File: config.mk
export PLATFORM = sky130hd
export DESIGN_NAME = ultrasonic_ranger_controller
export DESIGN_NICKNAME = d
export VERILOG_FILES = /design/src/ursc_pkg.sv /design/src/ursc_seq.sv /design/src/ursc_dist.sv /design/src/ultrasonic_ranger_controller.sv
export SDC_FILE = /design/constraint.sdc
export NUM_CORES = 1
export LEC_CHECK = 0
export BUFFER_PORTS_ARGS = -buffer_cell sky130_fd_sc_hd__buf_2
export CAP_MARGIN = 20
export CORE_ASPECT_RATIO = 1.1
export CORE_MARGIN = 8
export CORE_UTILIZATION = 41
export DETAILED_ROUTE_END_ITERATION = 10
export SKIP_LAST_GASP = 1
export SLEW_MARGIN = 30
export SYNTH_ARGS = -nofsm -noshare
export SYNTH_HDL_FRONTEND = slang
export SYNTH_HIERARCHICAL = 1
export SYNTH_SLANG_ARGS = --single-unit
File: constraint.sdc
create_clock -name clk -period 7 [get_ports clk]
set_input_delay 2.1 -clock clk [delete_from_list [all_inputs] [get_ports clk]]
set_output_delay 2.1 -clock clk [all_outputs]
set_load 0.02 [all_outputs]
File: src/ursc_pkg.sv
// Shared types and constants for the ultrasonic ranger controller.
// No dependencies; used by ursc_seq, ursc_dist and the top level.
`default_nettype none

package ursc_pkg;

	// counter width of the tick counters
	localparam int CNT_BITS = 26;
	// widths of the configuration registers
	localparam int PERIOD_W = 26;
	localparam int PULSE_W  = 16;
	localparam int TMO_W    = 26;
	localparam int LIMIT_W  = 4;
	localparam int CFG_W    = 26;
	localparam int CFG_IDX_W = 2;
	localparam int CMP_W    = (CNT_BITS > PERIOD_W) ? CNT_BITS : PERIOD_W;

	localparam int DIST_W = 20;
	localparam logic [DIST_W-1:0] DIST_MAX = 20'h7FFFF;
	localparam logic [DIST_W-1:0] DIST_NEG_ONE = '1;

	// distance = floor(floor(w*10/27)/58) = floor(5w/783)
	// 5w has CNT_BITS+3 bits; reciprocal with 10 guard bits is exact over that range
	localparam int DIST_DIV  = 27 * 58 / 2;
	localparam int RCP_SHIFT = CNT_BITS + 3 + 10;
	localparam longint unsigned RCP =
		((64'd1 << RCP_SHIFT) + longint'(DIST_DIV) - 64'd1) / longint'(DIST_DIV);
	localparam int MUL_W  = CNT_BITS + 6;
	localparam logic [MUL_W-1:0] RCP5 = MUL_W'(RCP * 64'd5);
	localparam int PROD_W = CNT_BITS + MUL_W;
	localparam int QUO_W  = PROD_W - RCP_SHIFT;

	localparam logic [CFG_IDX_W-1:0] REG_TRIGGER_PERIOD = 2'd0;
	localparam logic [CFG_IDX_W-1:0] REG_TRIGGER_WIDTH  = 2'd1;
	localparam logic [CFG_IDX_W-1:0] REG_ECHO_TIMEOUT   = 2'd2;
	localparam logic [CFG_IDX_W-1:0] REG_ERROR_LIMIT    = 2'd3;

	localparam logic [PERIOD_W-1:0] RST_TRIGGER_PERIOD = 26'd2700000;
	localparam logic [PULSE_W-1:0]  RST_TRIGGER_WIDTH  = 16'd270;
	localparam logic [TMO_W-1:0]    RST_ECHO_TIMEOUT   = 26'd810000;
	localparam logic [LIMIT_W-1:0]  RST_ERROR_LIMIT    = 4'd3;

	typedef enum logic [2:0] {
		PH_IDLE = 3'd0,
		PH_TRIG = 3'd1,
		PH_RISE = 3'd2,
		PH_FALL = 3'd3,
		PH_ERR  = 3'd4
	} phase_t;

	typedef struct packed {
		logic [PERIOD_W-1:0] trigger_period;
		logic [PULSE_W-1:0]  trigger_width;
		logic [TMO_W-1:0]    echo_timeout;
		logic [LIMIT_W-1:0]  error_limit;
	} cfg_t;

	// per-tick flags leaving the sequencer
	typedef struct packed {
		logic   trig;
		phase_t phase;
		logic   done;
		logic   tmo;
		logic   force_neg;
	} flags_t;

	typedef struct packed {
		flags_t              f;
		logic [CNT_BITS-1:0] width;
	} tick_t;

	typedef struct packed {
		logic              timeout_seen;
		logic              measure_done;
		logic [2:0]        phase;
		logic [DIST_W-1:0] distance;
		logic              trigger_level;
	} result_t;

endpackage

`default_nettype wire

File: src/ursc_seq.sv
// Phase sequencer: counters, phase register and stage 1 result register.
// Depends on ursc_pkg.
`default_nettype none

module ursc_seq (
	input  wire logic            clk,
	input  wire logic            arst_n,
	input  wire logic            en,
	input  wire logic            accept,
	input  wire logic            echo,
	input  wire ursc_pkg::cfg_t  cfg,
	output logic                 v_s1,
	output ursc_pkg::tick_t      res_s1
);

	localparam int CNT_BITS = ursc_pkg::CNT_BITS;
	localparam int CMP_W    = ursc_pkg::CMP_W;

	ursc_pkg::phase_t phase_q, phase_d;
	logic [CNT_BITS-1:0] since_q, since_d, width_q, width_d;
	logic [ursc_pkg::PULSE_W-1:0] pulse_q, pulse_d, pulse_inc;
	logic [ursc_pkg::LIMIT_W-1:0] err_q, err_d;
	logic since_sat, width_sat, period_hit, rise_exp, fall_exp;
	logic [CNT_BITS-1:0] since_up, width_up;
	ursc_pkg::flags_t flags;

	assign since_sat = (since_q == '1);
	assign width_sat = (width_q == '1);
	assign since_up  = since_sat ? since_q : since_q + 1'b1;
	assign width_up  = width_sat ? width_q : width_q + 1'b1;
	assign pulse_inc = (pulse_q == '1) ? pulse_q : pulse_q + 1'b1;

	// a saturated counter always counts as expired
	assign period_hit = (CMP_W'(since_q) >= CMP_W'(cfg.trigger_period)) || since_sat;
	assign rise_exp   = (CMP_W'(since_q) > CMP_W'(cfg.echo_timeout)) || since_sat;
	assign fall_exp   = (CMP_W'(width_q) > CMP_W'(cfg.echo_timeout)) || width_sat;

	// next state
	always_comb begin
		phase_d = phase_q;
		since_d = since_q;
		width_d = width_q;
		pulse_d = pulse_q;
		err_d   = err_q;
		case (phase_q)
			ursc_pkg::PH_IDLE: begin
				if (period_hit) begin
					phase_d = ursc_pkg::PH_TRIG;
					pulse_d = '0;
				end
				since_d = since_up;
			end
			ursc_pkg::PH_TRIG: begin
				pulse_d = pulse_inc;
				if (pulse_inc >= cfg.trigger_width) begin
					phase_d = ursc_pkg::PH_RISE;
					since_d = '0;
					pulse_d = '0;
				end
			end
			ursc_pkg::PH_RISE: begin
				if (echo) begin
					phase_d = ursc_pkg::PH_FALL;
					width_d = '0;
				end else if (rise_exp) begin
					phase_d = ursc_pkg::PH_ERR;
				end
				since_d = since_up;
			end
			ursc_pkg::PH_FALL: begin
				if (!echo) begin
					phase_d = ursc_pkg::PH_IDLE;
					err_d   = '0;
				end else if (fall_exp) begin
					phase_d = ursc_pkg::PH_ERR;
				end
				width_d = width_up;
				since_d = since_up;
			end
			ursc_pkg::PH_ERR: begin
				err_d   = (err_q == '1) ? err_q : err_q + 1'b1;
				phase_d = ursc_pkg::PH_IDLE;
				since_d = '0;
			end
			default: begin
				phase_d = ursc_pkg::PH_IDLE;
			end
		endcase
	end

	// per-tick outputs
	always_comb begin
		flags.trig      = (phase_q == ursc_pkg::PH_TRIG);
		flags.phase     = phase_d;
		flags.done      = (phase_q == ursc_pkg::PH_FALL) && !echo;
		flags.tmo       = ((phase_q == ursc_pkg::PH_RISE) && !echo && rise_exp)
			|| ((phase_q == ursc_pkg::PH_FALL) && echo && fall_exp);
		flags.force_neg = (phase_q == ursc_pkg::PH_ERR) && (err_d > cfg.error_limit);
	end

	always_ff @(posedge clk or negedge arst_n) begin
		if (!arst_n) begin
			phase_q <= ursc_pkg::PH_IDLE;
			since_q <= '0;
			width_q <= '0;
			pulse_q <= '0;
			err_q   <= '0;
		end else if (accept) begin
			phase_q <= phase_d;
			since_q <= since_d;
			width_q <= width_d;
			pulse_q <= pulse_d;
			err_q   <= err_d;
		end
	end

	always_ff @(posedge clk or negedge arst_n) begin
		if (!arst_n) begin
			v_s1 <= 1'b0;
		end else if (en) begin
			v_s1 <= accept;
		end
	end

	// echo width as it stood at the start of the tick feeds the conversion
	always_ff @(posedge clk) begin
		if (accept) begin
			res_s1.f     <= flags;
			res_s1.width <= width_q;
		end
	end

endmodule

`default_nettype wire

File: src/ursc_dist.sv
// Width-to-distance conversion (reciprocal multiply) and output register.
// Depends on ursc_pkg.
`default_nettype none

module ursc_dist (
	input  wire logic             clk,
	input  wire logic             arst_n,
	input  wire logic             en,
	input  wire logic             v_s1,
	input  wire ursc_pkg::tick_t  res_s1,
	output logic                  out_valid,
	output ursc_pkg::result_t     result
);

	localparam int QUO_W  = ursc_pkg::QUO_W;
	localparam int DIST_W = ursc_pkg::DIST_W;

	logic v_s2;
	ursc_pkg::flags_t f_s2;
	logic [ursc_pkg::PROD_W-1:0] prod_s2;
	logic [QUO_W-1:0] quo;
	logic [DIST_W-1:0] dist_new, dist_q, dist_d;

	assign quo = prod_s2[ursc_pkg::PROD_W-1:ursc_pkg::RCP_SHIFT];
	// saturation only bites for wider counters
	assign dist_new = (quo > QUO_W'(ursc_pkg::DIST_MAX)) ? ursc_pkg::DIST_MAX
		: DIST_W'(quo);

	always_comb begin
		dist_d = dist_q;
		if (f_s2.done) begin
			dist_d = dist_new;
		end else if (f_s2.force_neg) begin
			dist_d = ursc_pkg::DIST_NEG_ONE;
		end
	end

	always_ff @(posedge clk or negedge arst_n) begin
		if (!arst_n) begin
			v_s2      <= 1'b0;
			out_valid <= 1'b0;
			dist_q    <= '0;
		end else if (en) begin
			v_s2      <= v_s1;
			out_valid <= v_s2;
			if (v_s2) begin
				dist_q <= dist_d;
			end
		end
	end

	always_ff @(posedge clk) begin
		if (en && v_s1) begin
			f_s2    <= res_s1.f;
			prod_s2 <= ursc_pkg::PROD_W'(res_s1.width) * ursc_pkg::PROD_W'(ursc_pkg::RCP5);
		end
		if (en && v_s2) begin
			result.trigger_level <= f_s2.trig;
			result.distance      <= dist_d;
			result.phase         <= f_s2.phase;
			result.measure_done  <= f_s2.done;
			result.timeout_seen  <= f_s2.tmo;
		end
	end

endmodule

`default_nettype wire

File: src/ultrasonic_ranger_controller.sv
// Ultrasonic echo ranging controller, top level.
// Depends on ursc_pkg, ursc_seq and ursc_dist.
//
//  port group   dir  word                          meaning
//  s_axis_*     in   [0] echo_level                one timer tick, sampled echo
//  m_axis_*     out  trigger/distance/phase/flags  one result word per tick
//  cfg_*        in   index + data, write only      trigger_period, trigger_width,
//                                                  echo_timeout, error_limit
//
// One tick word accepted per cycle while the output is not stalled; its result
// passes the sequencer register, multiply register and output register.
// The phase counters update in the cycle of acceptance, so ticks follow
// back to back; the distance conversion is a single 26x32 multiply.
// Reset clears phase, counters, error run and distance; registers take
// their default values. A stalled output freezes the whole pipeline and
// drops s_axis_tready in the same cycle.
`default_nettype none

module ultrasonic_ranger_controller (
	input  wire logic                              clk,
	input  wire logic                              arst_n,
	input  wire logic                              s_axis_tvalid,
	output logic                                   s_axis_tready,
	// [0] echo_level, [7:1] zero
	input  wire logic [7:0]                        s_axis_tdata,
	output logic                                   m_axis_tvalid,
	input  wire logic                              m_axis_tready,
	// [0] trigger_level, [20:1] distance, [23:21] phase, [24] measure_done,
	// [25] timeout_seen, [31:26] zero
	output logic [31:0]                            m_axis_tdata,
	input  wire logic                              cfg_we,
	input  wire logic [ursc_pkg::CFG_IDX_W-1:0]    cfg_index,
	input  wire logic [ursc_pkg::CFG_W-1:0]        cfg_data
);

	ursc_pkg::cfg_t cfg_q;
	ursc_pkg::tick_t res_s1;
	ursc_pkg::result_t result;
	logic en, accept, v_s1, out_valid;

	// pipeline advances whenever the output register is free or being drained
	assign en            = !out_valid || m_axis_tready;
	assign s_axis_tready = en;
	assign accept        = s_axis_tvalid && en;

	// configuration registers
	always_ff @(posedge clk or negedge arst_n) begin
		if (!arst_n) begin
			cfg_q.trigger_period <= ursc_pkg::RST_TRIGGER_PERIOD;
			cfg_q.trigger_width  <= ursc_pkg::RST_TRIGGER_WIDTH;
			cfg_q.echo_timeout   <= ursc_pkg::RST_ECHO_TIMEOUT;
			cfg_q.error_limit    <= ursc_pkg::RST_ERROR_LIMIT;
		end else if (cfg_we) begin
			case (cfg_index)
				ursc_pkg::REG_TRIGGER_PERIOD: begin
					cfg_q.trigger_period <= cfg_data[ursc_pkg::PERIOD_W-1:0];
				end
				ursc_pkg::REG_TRIGGER_WIDTH: begin
					cfg_q.trigger_width <= cfg_data[ursc_pkg::PULSE_W-1:0];
				end
				ursc_pkg::REG_ECHO_TIMEOUT: begin
					cfg_q.echo_timeout <= cfg_data[ursc_pkg::TMO_W-1:0];
				end
				ursc_pkg::REG_ERROR_LIMIT: begin
					cfg_q.error_limit <= cfg_data[ursc_pkg::LIMIT_W-1:0];
				end
				default: begin
				end
			endcase
		end
	end

	ursc_seq u_seq (
		.clk    (clk),
		.arst_n (arst_n),
		.en     (en),
		.accept (accept),
		.echo   (s_axis_tdata[0]),
		.cfg    (cfg_q),
		.v_s1   (v_s1),
		.res_s1 (res_s1)
	);

	ursc_dist u_dist (
		.clk       (clk),
		.arst_n    (arst_n),
		.en        (en),
		.v_s1      (v_s1),
		.res_s1    (res_s1),
		.out_valid (out_valid),
		.result    (result)
	);

	assign m_axis_tvalid = out_valid;
	assign m_axis_tdata  = {6'd0, result};

	// a tick cannot both finish a measurement and time out
	a_done_tmo_excl: assert property (@(posedge clk) disable iff (!arst_n)
		out_valid |-> !(result.measure_done && result.timeout_seen))
		else $error("measure_done and timeout_seen together");

	// a finished measurement always returns to idle
	a_done_idle: assert property (@(posedge clk) disable iff (!arst_n)
		(out_valid && result.measure_done) |-> (result.phase == ursc_pkg::PH_IDLE))
		else $error("measure_done outside idle");

	// a timeout always lands in the error phase
	a_tmo_err: assert property (@(posedge clk) disable iff (!arst_n)
		(out_valid && result.timeout_seen) |-> (result.phase == ursc_pkg::PH_ERR))
		else $error("timeout_seen without error phase");

	// trigger only leaves towards awaiting the echo rise
	a_trig_next: assert property (@(posedge clk) disable iff (!arst_n)
		(out_valid && result.trigger_level) |->
		(result.phase == ursc_pkg::PH_TRIG || result.phase == ursc_pkg::PH_RISE))
		else $error("bad phase after trigger tick");

	// a stalled output holds back the input side in the same cycle
	a_stall: assert property (@(posedge clk) disable iff (!arst_n)
		(out_valid && !m_axis_tready) |-> !s_axis_tready)
		else $error("input taken while output stalled");

endmodule

`default_nettype wire
==> flow_summary.json, run 1 <==
{
  "status": "completed",
  "drt_pass1_iterations": 5,
  "drive_gt1_share_pct": 15.8,
  "clk_pin_slew_ns": 0.06,
  "multiInputGateArea_um2": 18200,
  "synth_cell_types": 91,
  "initial_core_util_pct": 41.4,
  "r2r-start": "u_seq/res_s1[21]$_DFFE_PP_",
  "rows": 99,
  "area_growth_pct": 13.0,
  "grt_pass1_vias": 21000,
  "synthCells": 2668,
  "synth-seq-cells": 255,
  "cts-hold-fix-buffers": 0,
  "cts_buffer_depth": 3,
  "reg2reg_setup_slack_ns": 0.16,
  "required_ns": 7.29,
  "synth_area_leaders": "fa_1 23%, ha_1 19%, dfrtp_1 14%, edfxtp_1 9.3%, inv_1 8.6%",
  "crit_fanout": 4,
  "worstHoldEndpoint": "u_dist/result[21]$_DFFE_PP_",
  "cts_tree": "yes",
  "htree_levels": 1,
  "cp-end-kind": "flip-flop",
  "grtUsageMet2_pct": 35.1,
  "drc_errors": 0,
  "synth_flop_cell": "dfrtp_1",
  "hold_violations": 0,
  "grt_max_degree": 110,
  "via_count": 19500,
  "nets": 3622,
  "io_buffers": 61,
  "ant_nets": 0,
  "grt_overflow": 0,
  "grt_pass1_wl_mm": 115,
  "slew_headroom_pct": 37.3,
  "hold_class": "reg2reg",
  "drt_wl_total_mm": 72.2,
  "period_minus_slack_ns": 6.84,
  "yosys_warnings": 6,
  "r2r-end": "u_dist/prod_s2[51]$_DFFE_PP_",
  "min-delay-start": "u_dist/f_s2[3]$_DFFE_PP_",
  "path_class": "reg2reg",
  "min_path_cells": 0,
  "num_io_pins": 75,
  "cts_sinks": 255,
  "worst_ep_arrival_time_ns": 7.13,
  "antenna_found_initial": 3,
  "synth_top_area_share_pct": 23.1,
  "synth_top_cells_by_count": "628 x inv_1, 409 x ha_1, 315 x fa_1",
  "ys_seq_area_share_pct": 25.0,
  "synth_area_per_cell_um2": 10.3,
  "drt_iter0_markers": 951,
  "hpwl_mm": 60.9,
  "cap_violations": 0,
  "die_w_um": 262,
  "synth_top_cell_by_area": "fa_1",
  "hold_ws_ns": 0.421,
  "reg2reg_depth": 23,
  "synth_edf_count": 85,
  "cp-start-kind": "flip-flop",
  "use_met3_pct": 1.97,
  "met1_usage_pct": 22.9,
  "busiest_layer": "met2",
  "fin_crit_sh_pct": 97.8,
  "cts-buffers-inserted": 28,
  "die_y_um": 287,
  "drv_slew": 0,
  "regArea_um2": 6830,
  "setup_viol": 0,
  "timing.fmax_ghz": 0.146,
  "worst_clock_skew_ns": 0.0574,
  "yosysMostFrequentCell": "inv_1",
  "worst_pin_slew_ns": 0.940,
  "track_usage_pct": 19.1,
  "coreArea_um2": 66100,
  "wl_per_cell_um": 19.3,
  "clockRootBuffer": "clkbuf_16",
  "dieArea_um2": 75300,
  "gp_congestion": 0.925,
  "async_flop_share_pct": 66.7,
  "clk_latency_ns": 0.60,
  "viasPerCell": 5.22,
  "synthesis.area_um2": 27400,
  "nFillCells": 6256,
  "final_core_util_pct": 46.7
}
## kinds of logic (layout without fill, tap and decap cells)
family | count (synthesis) | count (layout) | share of synthesized area, %
xor+xnor | 55 | 55 | 1.76
mux | 105 | 105 | 4.29
flops | 255 | 255 | 25.0
fa+ha+maj | 724 | 724 | 41.8
compound gates | 358 | 358 | 8.17
other cells | 1 | 7 | 0.0137
simple gates | 493 | 493 | 9.35
buf+inv | 677 | 883 | 9.66
## cell usage in the layout (no fill, tap or decap), types with 85 or more instances in the layout
| cell | synthesis | routed |
|---|---|---|
| nand2_1 | 124 | 122 |
| mux2_2 | 98 | 98 |
| edfxtp_1 | 85 | 85 |
| fa_1 | 315 | 309 |
| nor2_1 | 106 | 106 |
| buf_4 | 12 | 134 |
| ha_1 | 409 | 390 |
| inv_1 | 628 | 619 |
| a21oi_1 | 128 | 125 |
| dfrtp_1 | 148 | 148 |
## routing by layer
layer | wire [um] | vias up | part of all wire [%]
met5 | 0 | - | 0
met1 | 30000 | 9741 | 42
met2 | 36700 | 393 | 51
li1 | - | 9215 | -
met3 | 2070 | 145 | 2.9
met4 | 3390 | 0 | 4.7
## worst max path at each step
stage | slack (ns) | cells after the start | startpoint | end
floorplan | 0.20 | 22 | u_seq/res_s1[20]$_DFFE_PP_ | u_dist/prod_s2[43]$_DFFE_PP_
global placement | -0.03 | 25 | u_seq/res_s1[20]$_DFFE_PP_ | u_dist/prod_s2[57]$_DFFE_PP_
detailed placement | -0.005 | 24 | u_seq/res_s1[23]$_DFFE_PP_ | u_dist/prod_s2[54]$_DFFE_PP_
CTS | -0.04 | 25 | u_seq/res_s1[20]$_DFFE_PP_ | u_dist/prod_s2[57]$_DFFE_PP_
global route | -0.03 | 20 | u_seq/res_s1[10]$_DFFE_PP_ | u_dist/prod_s2[47]$_DFFE_PP_
finish | 0.16 | 23 | u_seq/res_s1[21]$_DFFE_PP_ | u_dist/prod_s2[51]$_DFFE_PP_
## repair_timing
action | 4_1_cts | 5_1_grt
setup endpoints to repair | 5 | 15
buffers inserted | 0 | 10
pin swaps | 0 | 33
gates resized for setup | 2 | 66
## cell type report
cell class                      count  area share (%)
Clock buffer                       32            2.35
Inverter                          628            7.63
Clock inverter                     20           0.931
Timing Repair Buffer              203            4.58
Antenna cell                        1         0.00810
Sequential cell                   255            22.1
Multi-Input combinational cell   1741            58.9
Tap cell                          858            3.47
## metrics by stage
step	TNS [ns]	area, um2	worst slack (ns)	instances
2_1_floorplan	0	27400	0.201	2673
3_3_place_gp	-0.0251	29500	-0.0251	3675
3_5_place_dp	-0.0101	29500	-0.00501	3675
4_1_cts	-0.0662	30500	-0.0357	3727
5_1_grt	-0.0587	30900	-0.0267	3737
6_report	0	30900	0.156	3738
## worst max-delay path: stages (launching register included)
cell      delay (ns)
edfxtp_1        0.40
inv_2           0.05
fa_1            0.58
inv_2           0.07
fa_2            0.56
inv_1           0.05
fa_2            0.52
inv_1           0.05
fa_1            0.49
inv_2           0.05
fa_1            0.48
inv_1           0.05
fa_1            0.49
inv_2           0.04
fa_1            0.51
inv_2           0.05
ha_4            0.28
nand4_1         0.14
or4_4           0.55
or4b_4          0.55
o211ai_2        0.19
buf_6           0.15
a31oi_2         0.10
xnor2_1         0.13
## flip-flops by register name, summed over array words and instances (netlist names), 4 cells and up
register and flops:
u_seq/res_s1 33, u_seq/since_q 26, u_dist/dist_q 20, u_seq/width_q 26
u_seq/pulse_q 16, u_dist/prod_s2 19, u_dist/result 26, u_seq/err_q 4
cfg_q 72, u_dist/f_s2 7
Power of run 1 is left out: the tool's default activity adds up to more than one toggle a clock period on the data nets, which glitch-free logic cannot reach.
==> run 2: changes to the inputs <==
SYNTH_HIERARCHICAL = default   (was 1)
==> run 2 against run 1 <==
Effect of this change: final area fell by 0.50%; critical path depth down 1; sequential share of layout area up 0.11 points; flip-flop and latch count unchanged; critical endpoint is now u_dist.prod_s2[52]$_DFFE_PP_.
==> flow_summary.json, run 2 <==
{
  "busiest_layer": "met2",
  "met1_usage_pct": 23.6,
  "gp_congestion": 0.968,
  "rows": 98,
  "drc_errors": 0,
  "largest_reg_flops": 72,
  "crit_slowest_cell": "fa_1",
  "drt_iter0_markers": 811,
  "drt_pass1_iterations": 5,
  "hold_class": "reg2reg",
  "track_usage_pct": 18.8,
  "grt_pass1_vias": 20500,
  "coreArea_um2": 64600,
  "cts_sinks": 255,
  "cp-start-kind": "flip-flop",
  "nets": 3580,
  "grtUsageMet2_pct": 33.3,
  "num_io_pins": 75,
  "slew_headroom_pct": 42.9,
  "synth-seq-cells": 255,
  "layout_setup_ws_ns": 0.0225,
  "min-delay-start": "u_dist.f_s2[3]$_DFFE_PP_",
  "drv_slew": 0,
  "crit_fanout": 7,
  "synth_cell_types": 84,
  "final_common_cell": "inv_1",
  "slowest_delay_ns": 0.59,
  "cts-buffers-inserted": 27,
  "synthCells": 2558,
  "worst_ep_arrival_time_ns": 7.25,
  "drt_wl_total_mm": 67.5,
  "cts-hold-fix-buffers": 0,
  "reg2reg_setup_slack_ns": 0.02,
  "area_growth_pct": 15.8,
  "antenna_cells": 0,
  "synth_top_area_share_pct": 23.7,
  "setup_viol": 0,
  "required_ns": 7.27,
  "final_core_util_pct": 47.6,
  "mostFrequentLayoutCells": "585 x inv_1, 385 x ha_1, 305 x fa_1, 188 x buf_4, 148 x dfrtp_1",
  "rsz0062_at_grt": "true",
  "r2r-start": "u_seq.res_s1[14]$_DFFE_PP_",
  "synthesis.area_um2": 26600,
  "clk_latency_ns": 0.55,
  "worst_pin_slew_ns": 0.855,
  "dieArea_um2": 73200,
  "use_met3_pct": 2.27,
  "synth_top_cells_by_count": "610 x inv_1, 409 x ha_1, 315 x fa_1",
  "cp_cell_sequence": "buf_4, ha_1, inv_1, fa_1, inv_1, fa_1, inv_1, fa_1, fa_1, inv_1, fa_1, fa_1, ha_1, a211oi_1, nor2_1, o211ai_1, nand2_1, or4_4, a31o_1, o22a_1, a311oi_2, xnor2_1",
  "hold_violations": 0,
  "die_w_um": 259,
  "antenna_found_initial": 1,
  "cts_buffer_depth": 3,
  "worst_clock_skew_ns": 0.0224,
  "synth_top_cell_by_area": "fa_1",
  "synth_area_leaders": "fa_1 24%, ha_1 19%, dfrtp_1 14%, edfxtp_1 9.6%, inv_1 8.6%",
  "via_count": 18700,
  "async_flop_share_pct": 66.7,
  "critPathLaunch": "u_seq.res_s1[14]$_DFFE_PP_",
  "grt_overflow": 0,
  "wl_per_cell_um": 18.3,
  "top_register": "cfg_q",
  "period_minus_slack_ns": 6.98,
  "cts_tree": "yes",
  "grt_pass1_wl_mm": 110,
  "htree_levels": 1,
  "initial_core_util_pct": 41.1,
  "die_y_um": 283,
  "synth_edf_count": 85,
  "clockRootBuffer": "clkbuf_16",
  "grt_max_degree": 83,
  "drive_gt1_share_pct": 18.2,
  "io_buffers": 61,
  "viasPerCell": 5.08,
  "path_class": "reg2reg",
  "dpl_cell_area_um2": 29100,
  "synth_flop_cell": "dfrtp_1",
  "yosys_warnings": 0,
  "clk_pin_slew_ns": 0.06,
  "dp.cells": 3614,
  "ys_seq_area_share_pct": 25.7,
  "synth_area_per_cell_um2": 10.4,
  "timing.fmax_ghz": 0.143,
  "fin_crit_sh_pct": 99.7,
  "hpwl_mm": 56.9,
  "cp-end-kind": "flip-flop",
  "ant_nets": 0,
  "fin_area_um2": 30800,
  "dp_slack_ns": -0.397,
  "yosysMostFrequentCell": "inv_1",
  "status": "completed",
  "largest_registers": "cfg_q (72), u_seq.res_s1 (33)",
  "cp_common_cell": "fa_1",
  "cap_violations": 0,
  "stdcell_count": 3685
}
run 2: final cells by class:
cell class	count	area, um2
Fill cell	5915	33900
Sequential cell	255	6830
Inverter	610	2290
Timing Repair Buffer	263	1890
Clock buffer	35	756
Multi-Input combinational cell	1658	17700
Tap cell	850	1060
Clock inverter	14	183
run 2: repair_timing:
action,CTS,global route
pin swaps,51,35
endpoints found under the setup margin,17,16
gates resized for setup,65,39
setup buffers,16,7
run 2: metrics by stage:
step                      TNS [ns]  hold WS (ns)
after global placement       -3.23         0.404
after global routing         -1.67         0.431
after detailed placement     -3.42         0.405
final                            0         0.418
after floorplan                  0         0.400
after CTS                        0         0.419
run 2: kinds of logic after synthesis:
| family | count (synthesis) | synth area share, % |
|---|---|---|
| fa+ha+maj | 724 | 43.0 |
| other cells | 1 | 0.0141 |
| buf+inv | 650 | 9.33 |
| mux | 71 | 3.00 |
| compound gates | 339 | 8.18 |
| flops | 255 | 25.7 |
| xor+xnor | 61 | 2.01 |
| simple gates | 457 | 8.74 |
run 2: critical path, delay by kind of cell (launching register included):
family	cells	cell delay [ns]
xor+xnor	1	0.11
buf+inv	5	0.54
flops	1	0.41
compound gates	5	1.16
simple gates	3	0.68
fa+ha+maj	8	3.82
run 2: per-layer routing:
metal | wire, um | vias up
met5 | 0 | -
met4 | 2770 | 0
met3 | 2330 | 118
met2 | 33900 | 311
met1 | 28600 | 9424
li1 | - | 8879
run 2: worst paths after layout:
path,endpoint,cells past startpoint
setup / recovery,u_dist.prod_s2[52]$_DFFE_PP_,22
hold / removal,u_dist.result[21]$_DFFE_PP_,0
setup reg to reg,u_dist.prod_s2[52]$_DFFE_PP_,22
hold reg to reg,u_dist.result[21]$_DFFE_PP_,0
max in group asynchronous,u_dist.dist_q[7]$_DFFE_PN0P_,2
min in group asynchronous,cfg_q[40]$_DFFE_PN0P_,1
Power of run 2 is left out for the same reason.
==> run 3: changes to the inputs <==
CELL_PAD_IN_SITES_DETAIL_PLACEMENT = 1   (was default)
CELL_PAD_IN_SITES_GLOBAL_PLACEMENT = 1   (was default)
PLACE_DENSITY_LB_ADDON = 0.1   (was default)
==> run 3 against run 2 <==
Effect of this change: worst hold slack about the same; first-iteration DRC count down 10%; fmax about the same; non-clock buffer count up 10; die area unchanged; wire length up 12%; core utilization up 0.42 points; cell count up 0.46%; worst setup slack worse by 0.00066 ns; sequential share of layout area down 0.19 points; flip-flop and latch count unchanged; critical endpoint unchanged; critical path depth unchanged; largest cell class unchanged.
==> flow_summary.json, run 3 (synthesis results as in run 2) <==
{
  "status": "completed",
  "antenna_found_initial": 0,
  "regArea_um2": 6830,
  "hpwl_mm": 64.8,
  "htree_levels": 1,
  "drive_gt1_share_pct": 19.9,
  "fin_crit_sh_pct": 99.7,
  "worst_pin_slew_ns": 0.911,
  "viasPerCell": 5.07,
  "clockRootBuffer": "clkbuf_16",
  "grt_pass1_wl_mm": 121,
  "hold_violations": 0,
  "io_buffers": 61,
  "grt_pass1_vias": 21400,
  "timing.fmax_ghz": 0.143,
  "antenna_cells": 0,
  "grt_max_degree": 96,
  "largest_reg_flops": 72,
  "period_minus_slack_ns": 6.98,
  "required_ns": 7.30,
  "hold_class": "reg2reg",
  "min-delay-start": "u_seq.res_s1[27]$_DFFE_PP_",
  "wl_per_cell_um": 20.4,
  "largest_registers": "cfg_q (72), u_seq.res_s1 (33)",
  "drv_slew": 0,
  "nets": 3593,
  "drt_wl_total_mm": 75.6,
  "final_common_cell": "inv_1",
  "multiInputGateArea_um2": 17900,
  "initial_core_util_pct": 41.1,
  "drt_pass1_iterations": 4,
  "rsz0062_at_grt": "true",
  "clk_latency_ns": 0.60,
  "cts_sinks": 255,
  "num_io_pins": 75,
  "dp_slack_ns": -0.508,
  "cts_tree": "yes",
  "die_y_um": 283,
  "slew_headroom_pct": 39.3,
  "clk_pin_slew_ns": 0.06,
  "fin_tns_setup_ns": 0,
  "ant_nets": 0,
  "r2r-start": "u_seq.res_s1[7]$_DFFE_PP_",
  "cap_violations": 0,
  "worst_clock_skew_ns": 0.0472,
  "gp_congestion": 0.906,
  "worst_ep_arrival_time_ns": 7.28,
  "layout_setup_ws_ns": 0.0218,
  "nFillCells": 7208,
  "cts-hold-fix-buffers": 0,
  "grt_overflow": 0,
  "coreArea_um2": 64600,
  "rows": 98,
  "drc_errors": 0,
  "track_usage_pct": 21.0,
  "top_register": "cfg_q",
  "critPathLaunch": "u_seq.res_s1[7]$_DFFE_PP_",
  "setup_viol": 0,
  "die_w_um": 259,
  "cp-start-kind": "flip-flop",
  "cp-end-kind": "flip-flop",
  "drt_iter0_markers": 730,
  "cts-buffers-inserted": 30,
  "mostFrequentLayoutCells": "569 x inv_1, 379 x ha_1, 298 x fa_1, 191 x buf_4, 148 x dfrtp_1",
  "via_count": 18800,
  "cts_buffer_depth": 3,
  "dieArea_um2": 73200,
  "crit_fanout": 4,
  "path_class": "reg2reg",
  "area_growth_pct": 16.8
}
## run 3: cell count changes in the layout (fill, tap and decap cells not counted), sizes merged
cell / change
clkinvlp: -2
clkinv: +3
bufinv: -2
buf: +9
clkbuf: +9
## run 3: per-layer routing
layer	up-vias	GRT usage, %	wire length [um]
li1	8876	-	-
met2	178	38.8	39700
met4	0	4.85	2220
met3	92	1.40	1760
met1	9634	26.4	32000
met5	-	0	0
## run 3: worst max-delay path, stage by stage (launching register included)
cell	delay (ns)
edfxtp_1	0.42
buf_6	0.14
fa_1	0.58
inv_2	0.06
buf_6	0.12
fa_2	0.56
fa_2	0.47
fa_1	0.55
fa_2	0.46
fa_1	0.52
fa_1	0.57
inv_2	0.05
ha_4	0.22
buf_4	0.15
nand2_1	0.06
o21ai_0	0.07
a31oi_1	0.23
a211oi_2	0.12
or4_4	0.50
a31o_1	0.25
o22a_1	0.19
a311oi_2	0.29
xnor2_1	0.10
## run 3: stage by stage
stage	instance area (um2)	hold WS [ns]	cells	util, %
after global routing	31000	0.429	3702	48.0
after CTS	30600	0.421	3685	47.4
after floorplan	26600	0.400	2563	-
after global placement	29200	0.408	3615	45.1
final	31000	0.418	3702	48.0
after detailed placement	29200	0.408	3617	45.2
## run 3: final cells by class
cell class | count | share of cell area (%)
repair buffers | 273 | 6.41
inverters | 610 | 7.38
clock buffers | 43 | 2.67
well taps | 850 | 3.43
flip-flops and latches | 255 | 22.0
clock inverters | 13 | 0.452
multi-input cells | 1658 | 57.6
## run 3: path summary, 6_finish.rpt
| path | endpoint | depth (start not counted) | slack [ns] |
|---|---|---|---|
| worst max-delay path | u_dist.prod_s2[52]$_DFFE_PP_ | 22 | 0.02 |
| worst max register to register | u_dist.prod_s2[52]$_DFFE_PP_ | 22 | 0.02 |
| worst min-delay path | u_dist.f_s2[1]$_DFFE_PP_ | 0 | 0.42 |
| worst min register to register | u_dist.f_s2[1]$_DFFE_PP_ | 0 | 0.42 |
| min in group asynchronous | cfg_q[64]$_DFFE_PN0P_ | 1 | 1.59 |
| max in group asynchronous | cfg_q[33]$_DFFE_PN1P_ | 2 | 4.25 |
## run 3: repair_timing
action | 4_1_cts | 5_1_grt
pin swaps | 77 | 93
endpoints found under the setup margin | 17 | 15
setup buffers | 13 | 16
gates resized for setup | 74 | 75
Power of run 3 is left out for the same reason.
